$ cat config.mk
export PLATFORM = sky130hd
export DESIGN_NAME = midi_byte_stream_framer_unit
export DESIGN_NICKNAME = d
export VERILOG_FILES = /design/src/rtl/mbsf_pkg.sv /design/src/rtl/midi_byte_stream_framer_unit.sv /design/src/rtl/mbsf_frame.sv
export SDC_FILE = /design/constraint.sdc
export NUM_CORES = 1
export LEC_CHECK = 0
export CORE_MARGIN = 10
export CORE_UTILIZATION = 40
export CTS_CLUSTER_DIAMETER = 100
export DETAILED_ROUTE_END_ITERATION = 10
export DONT_BUFFER_PORTS = 1
export GPL_TIMING_DRIVEN = 0
export SYNTH_ARGS = -nofsm -noshare
export SYNTH_HDL_FRONTEND = slang
export SYNTH_SLANG_ARGS = --single-unit
$ cat constraint.sdc
create_clock -name clk -period 4.3 [get_ports clk]
set_clock_uncertainty 0.05 [all_clocks]
set_input_delay 0.645 -clock clk [delete_from_list [all_inputs] [get_ports clk]]
set_output_delay 0.645 -clock clk [all_outputs]
set_load 0.005 [all_outputs]
$ cat src/rtl/mbsf_pkg.sv
package mbsf_pkg;

	// Result kinds
	localparam logic [2:0] KIND_ABSORBED  = 3'd0;
	localparam logic [2:0] KIND_CHAN_MSG  = 3'd1;
	localparam logic [2:0] KIND_SYS_MSG   = 3'd2;
	localparam logic [2:0] KIND_SYSEX     = 3'd3;
	localparam logic [2:0] KIND_SYSEX_END = 3'd4;
	localparam logic [2:0] KIND_STRAY     = 3'd5;
	localparam logic [2:0] KIND_CUT_SHORT = 3'd6;

	// Status byte values
	localparam logic [7:0]  SYSEX_START    = 8'hF0;
	localparam logic [7:0]  SYSEX_END      = 8'hF7;
	localparam logic [7:0]  REALTIME_FIRST = 8'hF8;
	localparam logic [3:0]  HI_PROG_CHANGE = 4'hC;
	localparam logic [3:0]  HI_CHAN_PRESS  = 4'hD;
	localparam logic [15:0] SYSEX_CNT_MAX  = 16'hFFFF;

	typedef struct packed {
		logic [7:0] data_byte;
		logic       chunk_end;
	} mbsf_in_t;

	typedef struct packed {
		logic [2:0]  kind;
		logic [7:0]  status_byte;
		logic [4:0]  channel;
		logic [6:0]  first_data;
		logic [6:0]  second_data;
		logic        used_running_status;
		logic [15:0] sysex_length;
		logic        chunk_incomplete;
	} mbsf_out_t;

	// Framing state carried from item to item
	typedef struct packed {
		logic [7:0]  rs_byte;
		logic [1:0]  data_count;
		logic [6:0]  first_hold;
		logic        in_sysex;
		logic [15:0] sysex_cnt;
		logic        status_fresh;
	} mbsf_state_t;

	function automatic logic [4:0] chan_of(input logic [7:0] st);
		chan_of = {1'b0, st[3:0]} + 5'd1;
	endfunction

endpackage

$ cat src/rtl/midi_byte_stream_framer_unit.sv
// MIDI byte framer: takes one received byte per item and returns exactly one
// result item per byte, framing channel messages with running status, one-byte
// system messages, sysex (F0 to first F7, saturating length) and stray data.
// Each item passes through the input register and then the result register,
// and one item is accepted every cycle
// while the result side takes items; the single framing state register is
// updated as an item moves from the input register to the result register.
// in_stall rises only when both registers are full and out_stall is high.
// sysex_keep is written through cfg_wr_en/cfg_wr_data and resets to 1.
module midi_byte_stream_framer_unit (
	input  logic                clk,
	input  logic                arst_n,
	input  logic                in_valid,
	output logic                in_stall,
	input  mbsf_pkg::mbsf_in_t  in_data,
	output logic                out_valid,
	input  logic                out_stall,
	output mbsf_pkg::mbsf_out_t out_data,
	input  logic                cfg_wr_en,
	input  logic                cfg_wr_data
);
	import mbsf_pkg::*;

	logic        sysex_keep_q;
	logic        valid_s1;
	mbsf_in_t    item_s1;
	logic        valid_s2;
	mbsf_out_t   res_s2;
	mbsf_state_t state_q;
	mbsf_state_t state_next;
	mbsf_out_t   res;
	logic        s2_open;
	logic        s1_open;
	logic        advance;

	// Handshake: each stage moves when the one after it can take the item
	assign s2_open  = !valid_s2 || !out_stall;
	assign s1_open  = !valid_s1 || s2_open;
	assign advance  = valid_s1 && s2_open;
	assign in_stall = !s1_open;

	// Hold the configuration bit
	always_ff @(posedge clk or negedge arst_n) begin
		if (!arst_n) begin
			sysex_keep_q <= 1'b1;
		end else if (cfg_wr_en) begin
			sysex_keep_q <= cfg_wr_data;
		end
	end

	// Input register
	always_ff @(posedge clk or negedge arst_n) begin
		if (!arst_n) begin
			valid_s1 <= 1'b0;
		end else if (s1_open) begin
			valid_s1 <= in_valid;
		end
	end

	always_ff @(posedge clk) begin
		if (s1_open && in_valid) begin
			item_s1 <= in_data;
		end
	end

	mbsf_frame u_frame (
		.item       (item_s1),
		.state      (state_q),
		.sysex_keep (sysex_keep_q),
		.res        (res),
		.state_next (state_next)
	);

	// Advance framing state with each item that leaves the input register
	always_ff @(posedge clk or negedge arst_n) begin
		if (!arst_n) begin
			state_q <= '0;
		end else if (advance) begin
			state_q <= state_next;
		end
	end

	// Result register
	always_ff @(posedge clk or negedge arst_n) begin
		if (!arst_n) begin
			valid_s2 <= 1'b0;
		end else if (s2_open) begin
			valid_s2 <= valid_s1;
		end
	end

	always_ff @(posedge clk) begin
		if (advance) begin
			res_s2 <= res;
		end
	end

	assign out_valid = valid_s2;
	assign out_data  = res_s2;

	// Sysex start clears running status, so both are never set together
	a_sysex_no_rs: assert property (@(posedge clk) disable iff (!arst_n)
		state_q.in_sysex |-> state_q.rs_byte == '0)
		else $error("running status held inside sysex");

	// Pending data always belongs to a stored channel status
	a_data_has_rs: assert property (@(posedge clk) disable iff (!arst_n)
		state_q.data_count != '0 |-> state_q.rs_byte != '0)
		else $error("pending data byte without running status");

	// Counter rests at zero outside sysex
	a_cnt_idle: assert property (@(posedge clk) disable iff (!arst_n)
		!state_q.in_sysex |-> state_q.sysex_cnt == '0)
		else $error("sysex counter nonzero outside sysex");

	// Input is held back only when both registers are full
	a_stall_full: assert property (@(posedge clk) disable iff (!arst_n)
		in_stall |-> valid_s1 && valid_s2 && out_stall)
		else $error("input stalled with room in the pipeline");

	// State moves only when an item leaves the input register
	a_state_hold: assert property (@(posedge clk) disable iff (!arst_n)
		!advance |=> $stable(state_q))
		else $error("framing state changed without an item");

endmodule

$ cat src/rtl/mbsf_frame.sv
module mbsf_frame (
	input  mbsf_pkg::mbsf_in_t    item,
	input  mbsf_pkg::mbsf_state_t state,
	input  logic                  sysex_keep,
	output mbsf_pkg::mbsf_out_t   res,
	output mbsf_pkg::mbsf_state_t state_next
);
	import mbsf_pkg::*;

	logic [7:0]  b;
	logic [15:0] cnt_inc;
	logic        one_byte;
	logic        pending;

	assign b        = item.data_byte;
	assign cnt_inc  = (state.sysex_cnt == SYSEX_CNT_MAX) ? state.sysex_cnt
		: state.sysex_cnt + 16'd1;
	assign one_byte = (state.rs_byte[7:4] == HI_PROG_CHANGE)
		|| (state.rs_byte[7:4] == HI_CHAN_PRESS);

	// Frame one byte against the current state
	always_comb begin
		res        = '0;
		state_next = state;
		pending    = 1'b0;
		if (state.in_sysex) begin
			res.status_byte  = SYSEX_START;
			res.sysex_length = cnt_inc;
			state_next.sysex_cnt = cnt_inc;
			if (b == SYSEX_END) begin
				res.kind             = KIND_SYSEX_END;
				state_next.in_sysex  = 1'b0;
				state_next.sysex_cnt = '0;
			end else if (sysex_keep) begin
				res.kind       = KIND_SYSEX;
				res.first_data = b[6:0];
			end
		end else if (b >= REALTIME_FIRST) begin
			res.kind        = KIND_SYS_MSG;
			res.status_byte = b;
		end else if (b == SYSEX_START) begin
			state_next.rs_byte      = '0;
			state_next.data_count   = '0;
			state_next.status_fresh = 1'b0;
			state_next.in_sysex     = 1'b1;
			state_next.sysex_cnt    = 16'd1;
			res.status_byte         = SYSEX_START;
			res.sysex_length        = 16'd1;
			if (sysex_keep) begin
				res.kind = KIND_SYSEX;
			end
		end else if (b > SYSEX_START) begin
			state_next.rs_byte      = '0;
			state_next.data_count   = '0;
			state_next.status_fresh = 1'b0;
			res.kind                = KIND_SYS_MSG;
			res.status_byte         = b;
		end else if (b[7]) begin
			state_next.rs_byte      = b;
			state_next.data_count   = '0;
			state_next.status_fresh = 1'b1;
			res.status_byte         = b;
			res.channel             = chan_of(b);
		end else if (state.rs_byte == '0) begin
			res.kind = KIND_STRAY;
		end else begin
			res.status_byte = state.rs_byte;
			res.channel     = chan_of(state.rs_byte);
			if (one_byte || state.data_count != '0) begin
				res.kind = KIND_CHAN_MSG;
				if (one_byte) begin
					res.first_data = b[6:0];
				end else begin
					res.first_data  = state.first_hold;
					res.second_data = b[6:0];
				end
				res.used_running_status = ~state.status_fresh;
				state_next.status_fresh = 1'b0;
				state_next.data_count   = '0;
			end else begin
				state_next.first_hold = b[6:0];
				state_next.data_count = 2'd1;
			end
		end

		// Report what is still open after this byte
		pending = state_next.in_sysex || (state_next.data_count != '0)
			|| state_next.status_fresh;
		if (!state_next.in_sysex && res.kind == KIND_ABSORBED && pending
			&& state_next.rs_byte != '0) begin
			res.status_byte = state_next.rs_byte;
			res.channel     = chan_of(state_next.rs_byte);
		end
		if (item.chunk_end && pending && res.kind == KIND_ABSORBED) begin
			res.kind = KIND_CUT_SHORT;
			if (state_next.in_sysex) begin
				res.sysex_length = state_next.sysex_cnt;
			end
		end
		res.chunk_incomplete = item.chunk_end && pending;
	end

endmodule
=== Yosys cells after proc, flatten, opt, wreduce, memory -nomap -nowiden ===
Cells that the tools add are included.

* Register bits after elaboration: 95
* Bits of input ports: 15
* Output and inout bits: 50
* Word-level logic and storage cells: 117

* Add/sub/neg operators: 4
* Order comparisons: 2
* Equal/unequal tests: 5
* Muxes and demuxes: 54
* Bitwise logic cells: 8
* Reductions and logical operators: 25

{| class="wikitable"
|+ Operators with widths
! cell !! number
|-
| $mux W28 || 6
|-
| $mux W17 || 4
|-
| $mux W16 || 4
|-
| $mux W7 || 9
|-
| $mux W11 || 4
|-
| $mux W20 || 2
|-
| $mux W36 || 1
|-
| $mux W35 || 1
|-
| $mux W15 || 2
|-
| $mux W13 || 2
|-
| $mux W10 || 2
|-
| $add A16 B1 Y16 const B || 1
|-
| $eq A16 B16 Y1 const B || 1
|-
| $eq A8 B8 Y1 const B || 2
|-
| $add A4 B1 Y5 const B || 3
|-
| $mux W1 || 9
|-
| $mux W3 || 3
|-
| $mux W9 || 1
|-
| $eq A4 B4 Y1 const B || 2
|-
| $ge A8 B8 Y1 const B || 1
|-
| $gt A8 B8 Y1 const B || 1
|-
| $logic_not A8 Y1 || 1
|-
| $mux W8 || 1
|-
| $not A1 Y1 || 8
|-
| 10 further kinds || 27
|}

=== Logic depth before layout (Yosys ltp) ===
Gate-level depths: netlist of the first run.

* Word-level depth: 20
* Depth in mapped cells: 10
* Depth with buffers taken out: 8

=== Cells and area by module ===
From an unflattened synthesis of the first run, not the netlist that was laid out.

* Cells, all modules: 441
* Area, all modules: 5,207.5 um^2

{| class="wikitable"
|+ Modules (own cells, without submodules)
! module !! times used !! cells each !! area an instance (um^2)
|-
| midi_byte_stream_framer_unit || 1 || 141 || 3,290.7
|-
| mbsf_frame || 1 || 300 || 1,916.8
|}

=== Worst setup path after synthesis of the first run ===
No wires, ideal clock.

* Path type: input to register
* From: in out_stall
* To: reg state_q[7] (netlist bit)
* Library setup time: 83 ps
* Arrival: 3,295 ps
* Required time: 4,167 ps
* Path slack: 873 ps
* Stages: 7
* Cell sequence: nand2_1 -> nand2_1 -> inv_1 -> clkbuf_1 -> nand2_1 -> or3_1 -> o21ai_0

* Cells in the longest elaborated chain, start to end: 3

{| class="wikitable"
|+ RTL lines
! item !! line !! source
|-
| from (decl) || midi_byte_stream_framer_unit.sv:17 || <nowiki>input logic out_stall,</nowiki>
|-
| $logic_not A1 Y1 || midi_byte_stream_framer_unit.sv:37 || <nowiki>assign s2_open = !valid_s2 || !out_stall;</nowiki>
|-
| $logic_or A1 B1 Y1 || midi_byte_stream_framer_unit.sv:37 ||
|-
| $logic_and A1 B1 Y1 || midi_byte_stream_framer_unit.sv:39 || <nowiki>assign advance = valid_s1 && s2_open;</nowiki>
|-
| net advance || midi_byte_stream_framer_unit.sv:34 || <nowiki>logic advance;</nowiki>
|-
| to (signal assigned) || midi_byte_stream_framer_unit.sv:79 || <nowiki>state_q <= state_next;</nowiki>
|-
| to (decl) || midi_byte_stream_framer_unit.sv:29 || <nowiki>mbsf_state_t state_q;</nowiki>
|}

The timed path passes the listed nets, and every way through them passes these cells.
A chain may end at the register's enable or synchronous reset.

==> impl_metrics.yaml, run 1 <==
placed_design:
  pre_cts_ws_ns: 1.18
  dp.cells: 577
  dp_hpwl_mm: 8.32
  gp_routability_congestion: 0.893
  place.port_buffers: 0
synth:
  ys_async_sr_fraction_pct: 40.0
  number_of_enable_type_register_cells_in_the_synthesized_netlist: 57
  synth_cell_type_count: 63
  post_syn_nets: 455
  synth_top_flop_cell: "edfxtp_1"
  synthesis.area_um2: 4750
  yosysWarnings: 0
  postSynthRegisterBits: 95
  synthesis.instances: 433
  post_synth.cell_area_avg_um2: 11.0
  synth_sequential_area_ratio_pct: 56.1
critical_path:
  cp.arrival_ns: 3.24
  r2r-end: "out_data[36]"
  crit_path_max_incr_delay_ns: 0.47
  r2r_start: "item_s1[7]"
  critPathKind: "reg -> reg"
  cp-end-kind: "flop"
  reg2reg_setup_slack_ns: 1.11
  worst_path_max_delay_cell: "nor4_2"
  critPathMostFrequentCell: "clkbuf_1"
  cp_data_required_time_ns: 4.35
  critical_path.startpoint_type: "flop"
  path_cells: "clkbuf_1 -> and3_1 -> clkbuf_1 -> nor2_1 -> a22oi_1 -> ha_1 -> inv_1 -> a2111oi_4 -> nor4_2 -> mux2_2"
  depth_of_the_worst_register_to_register_path: 10
  critical_path.max_fanout: 10
floorplanning:
  floorplan.die.height_um: 129
  core_region_area_um2: 11500
  start_util_pct: 41.3
  die_width_um: 129
  rows: 39
  ioPinCount: 65
  die_area_um2: 16600
cells_and_area:
  sequential_cell_area_in_the_final_layout_um2: 2660
  area_added_between_synthesis_and_finish_pct: 10.8
  antenna_diode_count: 0
  multiInputGateArea_um2: 1910
  finish.cell_count_without_fillers: 594
  finalNetCount: 468
  layout.cells.most_common: "edfxtp_1"
  layout_common_cells: "edfxtp_1 (57), nand2_1 (37), dfrtp_1 (37)"
  n_fill_cell: 1089
  post_route_cells_drive_above_1_share_pct: 9.31
sta:
  finalMaxSlewViolations: 0
  timing.fmax_ghz: 0.314
  post-route-min-period_ns: 3.19
  number_of_endpoints_failing_setup_at_the_final_stage: 0
  rsz_0062_raised_after_global_routing: "false"
  worstMarginPinSlew_ns: 0.770
  setup_ws_ns: 1.11
  fin_crit_sh_pct: 74.2
  relSlewSlack_pct: 48.7
  finalHoldViolations: 0
clocking:
  clk_pin_slew_ns: 0.06
  cts.htree.levels: 3
  cts-root-buf: "clkbuf_16"
  cts_inserted_buffers: 9
  cts.sinks: 95
  tritoncts_clock_tree: "done"
  cts.repair_timing.setup_buffer_count: 0
  worst_skew_pair.late_latency_ns: 0.35
  clk_path_buf_depth: 2
  post_cts.resized_instances: 0
route:
  drt_iter0_markers: 320
  firstDrtPassIters: 5
  post_drt_via_cell_ratio: 5.74
  residual_drc_count: 0
  vias: 3411
  drt-wirelength-per-cell_um: 19.7
  drtAntennaViolNets: 0
  route.final.wire_length_mm: 11.7
pwr:
  powerDensity_nw_per_um2: 497
  total_power_mw: 2.62
  leakage_nw: 2.01
  vdd.ir_drop.worst_v: 0.000257
grt:
  number_of_global_route_vias_before_repair: 3348
  grtUsageTotal_pct: 14.6
  number_of_antenna_violations_at_the_first_check_in_global_routing: 0
  grt_pass1_wl_mm: 18.8
  grt_max_degree: 38
  global_route.overflow_total: 0
outcome:
  status: "finished, final reports clean"
flow_run:
  maxCapViolations: 0
worst_hold_path:
  worst_hold_path_type: "in -> async"
## metrics by stage
stage	area (um^2)	util (%)	setup TNS (ns)	hold slack, ns
after floorplan	4750	-	0	0.299
after global placement	4930	42.8	-2.11	0.301
after detailed placement	4950	43.0	0	0.301
after CTS	5270	45.7	0	0.0707
after global routing	5270	45.7	0	0.0627
final	5270	45.7	0	0.0781
## layer usage
layer	vias up	GRT usage, %	share of wire [%]
met2	136	20.2	42
met3	18	4.27	7.6
met4	0	7.69	2.2
li1	1625	-	-
met1	1632	20.2	48
met5	-	0	0
## area by class of cell
| type | instances | area share [%] |
|---|---|---|
| clock inverter | 4 | 0.903 |
| multi-input combinational | 294 | 36.2 |
| tap | 143 | 3.40 |
| buffer | 25 | 2.09 |
| sequential | 95 | 50.6 |
| inverter | 19 | 1.35 |
| clock buffer | 12 | 4.68 |
| timing repair buffer | 2 | 0.760 |
## synthesized netlist by cell type, drive strengths merged, types with 2 or more instances
master   number  area [um^2]
edfxtp       57         1710
dfrtp        37          926
nand2        37          139
nor2         35          131
o21ai        26          145
a21oi        21          109
clkbuf       21         78.8
inv          18         67.6
nand3        15         75.1
a22o         13          114
xnor2        11         96.3
nor3         10         55.1
and2          9         56.3
and3          9         56.3
nand4         9         56.3
mux2          8         90.1
ha            7         87.6
mux2i         7         70.1
o22ai         7         43.8
nor4          6         43.8
xor2          6         52.6
a21o          4         30.0
a31oi         4         25.0
and4          4         35.0
buf           4         30.0
a22oi         3         22.5
nand2b        3         18.8
nand3b        3         22.5
nor2b         3         18.8
o211ai        3         27.5
or3           3         18.8
a211oi        2         20.0
a32o          2         20.0
nor3b         2         15.0
o2111ai       2         17.5
o21a          2         15.0
o22a          2         17.5
o31ai         2         15.0
or3b          2         17.5
## flip-flops by register name, summed over array words and instances, names as in the netlist
| signal | cells |
|---|---|
| out_data | 48 |
| state_q | 35 |
| item_s1 | 9 |
| out_valid | 1 |
| sysex_keep_q | 1 |
| valid_s1 | 1 |
## logic make-up after synthesis
logic type	count (synthesis)	share of synthesized area [%]
buffers and inverters	44	3.79
muxes	15	3.37
DFF	95	56.1
xor gates and xnor gates	17	3.13
and+or+nand+nor	153	16.5
adders and majority gates	7	1.84
AOI/OAI and AO/OA	102	15.2
## worst max-delay path: cells and delay by family, from the launching register on
kind	cells	cell delay (ns)
flip-flops	1	0.36
adder cells (fa/ha/maj)	1	0.23
AND/OR/NAND/NOR	3	1.11
buffers and inverters	3	0.54
multiplexers	1	0.40
AO/OA/AOI/OAI	2	0.25
## repair_timing
item | 4_1_cts | 5_1_grt
hold buffers | 1 | 0
setup endpoints to repair | 0 | 0
hold endpoints to repair | 37 | 0
## power by group
part | internal [mW] | switching, mW
registers | 1.12 | 0.111
clock network | 0.465 | 0.334
logic | 0.238 | 0.347
total | 1.82 | 0.793
## worst max path at each step
stage	startpoint	end	slack (ns)	cells after the start
after global routing	item_s1[7]	out_data[36]	0.89	10
after floorplan	out_stall	state_q[7]	0.87	7
after global placement	out_stall	state_q[7]	-0.39	7
after CTS	item_s1[7]	out_data[36]	1.14	10
final	item_s1[7]	out_data[36]	1.11	10
after detailed placement	item_s1[7]	out_data[36]	1.18	10
(Power assumes the default switching activity.)
==> run 2: changes to the inputs <==
ABC_AREA = 1   (was default)
clock period = 2.7 ns   (was 4.3 ns; I/O delays follow)
==> run 2 against run 1 <==
Cell count is 23% higher. Highest routed layer unchanged. Largest cell class unchanged. Critical path depth is 1 higher. Synthesized area is 3.1% higher. Routed wire length is 6.2% higher. Setup slack worse by 0.86 ns. Non-clock buffer count is 7 lower. Combinational power grew to 2.6 times the previous value.
==> impl_metrics.yaml, run 2 <==
grt:
  number_of_antenna_violations_at_the_first_check_in_global_routing: 0
  number_of_global_route_vias_before_repair: 3700
  global_route.overflow_total: 0
  grt_pass1_wl_mm: 19.9
  grtUsageTotal_pct: 15.2
  grt_max_degree: 58
synth:
  postSynthRegisterBits: 95
  post_synth.cell_area_avg_um2: 8.70
  synthesis.instances: 563
  synthesis.area_um2: 4900
  synth_sequential_area_ratio_pct: 54.4
  synth_cell_type_count: 39
  yosys-top-cells-area: "edfxtp_1 (35%), dfrtp_1 (19%), nand2_1 (11%), o21ai_0 (4.9%), inv_1 (4.4%)"
  post_syn_nets: 585
  synth.cells.most_frequent: "nand2_1 (140), edfxtp_1 (57), inv_1 (57), nor2_1 (57), o21ai_0 (48)"
  ys_async_sr_fraction_pct: 40.0
  synth_top_flop_cell: "edfxtp_1"
  most_repeated_cell_in_the_gate_level_netlist_after_synthesis: "nand2_1"
  largest_area_contributor_in_the_synthesized_netlist: "edfxtp_1"
  yosysWarnings: 0
  number_of_enable_type_register_cells_in_the_synthesized_netlist: 57
  area_share_of_the_leading_cell_type_in_the_synthesized_netlist_pct: 34.9
placed_design:
  place.port_buffers: 0
  post_detailed_placement_cell_area_um2: 5080
  dp_hpwl_mm: 8.85
  gp_routability_congestion: 0.919
critical_path:
  cp-end-kind: "flop"
  critPathTopFamily: "simple AND/OR/NAND/NOR gates"
  cp_data_required_time_ns: 2.76
  cp_num_buf_inv: 0
  crit_path_max_incr_delay_ns: 0.43
  path_cells: "nand2_2 -> nor2_8 -> nor2_1 -> nand2_1 -> a21boi_0 -> ha_1 -> nand3_1 -> nor2_1 -> nand2_1 -> nand4_1 -> nand2_1"
  r2r_start: "item_s1[7]"
  worst_path_max_delay_cell: "a21boi_0"
  crit_path_start: "item_s1[7]"
  reg2reg_setup_slack_ns: 0.25
  critPathMostFrequentCell: "nand2_1"
  critical_path.startpoint_type: "flop"
  cp.arrival_ns: 2.51
  critPathKind: "reg -> reg"
  critical_path.max_fanout: 8
cells_and_area:
  n_fill_cell: 1145
  layout.cell_area.non_filler_um2: 5490
  layout.cells.most_common: "nand2_1"
  finalNetCount: 598
  antenna_diode_count: 0
  post_route_cells_drive_above_1_share_pct: 9.29
  layout_common_cells: "nand2_1 (140), inv_1 (57), nor2_1 (57), edfxtp_1 (57), o21ai_0 (48)"
  largest_register_ffs: 48
  area_added_between_synthesis_and_finish_pct: 12.0
pwr:
  power_switching_mw: 1.87
  share_comb_of_total_power_pct: 28.7
  switching_fraction_of_total_power_pct: 35.2
  total_power_mw: 5.30
  seqPwrFrac_pct: 41.7
  leakage_nw: 2.37
  powerDensity_nw_per_um2: 967
  vdd.ir_drop.worst_v: 0.000374
  power.clock.fraction_pct: 29.6
  internal_power_mw: 3.44
clocking:
  clk_pin_slew_ns: 0.07
  cts.sinks: 95
  clk_path_buf_depth: 2
  worst_skew_pair.late_latency_ns: 0.35
  cts_inserted_buffers: 9
  cts-root-buf: "clkbuf_16"
  tritoncts_clock_tree: "done"
  cts.htree.levels: 3
  cts.repair_timing.setup_buffer_count: 0
outcome:
  status: "finished, final reports clean"
sta:
  post-route-min-period_ns: 2.45
  relSlewSlack_pct: 48.4
  finalMaxSlewViolations: 0
  rsz_0062_raised_after_global_routing: "false"
  number_of_endpoints_failing_setup_at_the_final_stage: 0
  fin_crit_sh_pct: 90.8
  timing.fmax_ghz: 0.408
  totalNegativeSetupSlack_ns: 0
  worstMarginPinSlew_ns: 0.771
  finalHoldViolations: 0
route:
  post_drt_via_cell_ratio: 5.39
  route.final.wire_length_mm: 12.4
  firstDrtPassIters: 5
  residual_drc_count: 0
  drt-wirelength-per-cell_um: 17.1
  drtAntennaViolNets: 0
  drt_iter0_markers: 338
  vias: 3923
floorplanning:
  ioPinCount: 65
  core_region_area_um2: 12000
  rows: 40
  die_area_um2: 17100
  die_width_um: 131
  start_util_pct: 40.8
  floorplan.die.height_um: 131
worst_hold_path:
  timing.hold.worst.start: "in_data[8]"
  worst_hold_path_type: "in -> reg"
flow_run:
  maxCapViolations: 0
[run 2: layout make-up]
cell class	count	area (um^2)	area share, %
timing repair buffer	2	30.0	0.547
sequential	95	2660	48.6
buffer	18	101	1.85
clock buffer	9	225	4.11
clock inverter	7	144	2.62
inverter	64	243	4.43
multi-input combinational	386	1890	34.5
tap	147	184	3.35
[run 2: what timing repair did]
action	in CTS	in global routing
endpoints found under the setup margin	55	0
hold buffers	2	0
gates resized for setup	1	0
endpoints found under the hold margin	38	0
[run 2: final timing paths]
path / endpoint / cells past startpoint
worst max-delay path: out_data[34] / 11
min in group asynchronous: out_valid / 2
worst min register to register: out_valid / 2
max in group asynchronous: sysex_keep_q / 2
worst max register to register: out_data[34] / 11
worst min-delay path: item_s1[8] / 0
[run 2: per-stage QoR]
step                setup slack (ns)  hold slack [ns]  utilization, %  cells
finish                         0.250           0.0953            45.7    728
global route                  0.0523           0.0844            45.7    728
CTS                            0.265           0.0908            45.7    728
detailed placement           -0.0906           0.0611            42.3    710
global placement             -0.0555           0.0608            42.3    710
floorplan                      0.671           0.0594               -    563
[run 2: power by group through the flow]
| stage | Clock [mW] | Combinational (mW) | Sequential, mW |
|---|---|---|---|
| 2_1_floorplan | 0 | 1.14 | 2.15 |
| 4_1_cts | 1.58 | 1.51 | 2.21 |
| 5_1_grt | 1.64 | 1.75 | 2.26 |
| 3_5_place_dp | 0 | 1.49 | 2.24 |
| 6_report | 1.57 | 1.52 | 2.21 |
| 3_3_place_gp | 0 | 1.47 | 2.23 |
[run 2: logic make-up (layout without fill, tap and decap cells)]
logic type                 Yosys count  in the layout  synth area share, %
buffers and inverters               82            100                 6.95
muxes                                1              1                0.230
adders and majority gates            7              7                 1.79
AOI/OAI and AO/OA                   93             93                 10.2
DFF                                 95             95                 54.4
xor gates and xnor gates             9              9                 1.61
and+or+nand+nor                    276            276                 24.8
[run 2: worst register-to-register path: stages, from the launching register on]
cell	delay (ns)
edfxtp_1	0.42
nand2_2	0.13
nor2_8	0.20
nor2_1	0.15
nand2_1	0.09
a21boi_0	0.43
ha_1	0.25
nand3_1	0.07
nor2_1	0.09
nand2_1	0.12
nand4_1	0.11
nand2_1	0.07
[run 2: routing by layer]
| metal | share of wire, % | vias up | track usage (%) |
|---|---|---|---|
| met5 | 0 | - | 0 |
| met4 | 2.1 | 0 | 6.34 |
| met3 | 7.0 | 17 | 3.87 |
| met2 | 45 | 136 | 23.3 |
| met1 | 46 | 1856 | 20.0 |
| li1 | - | 1914 | - |
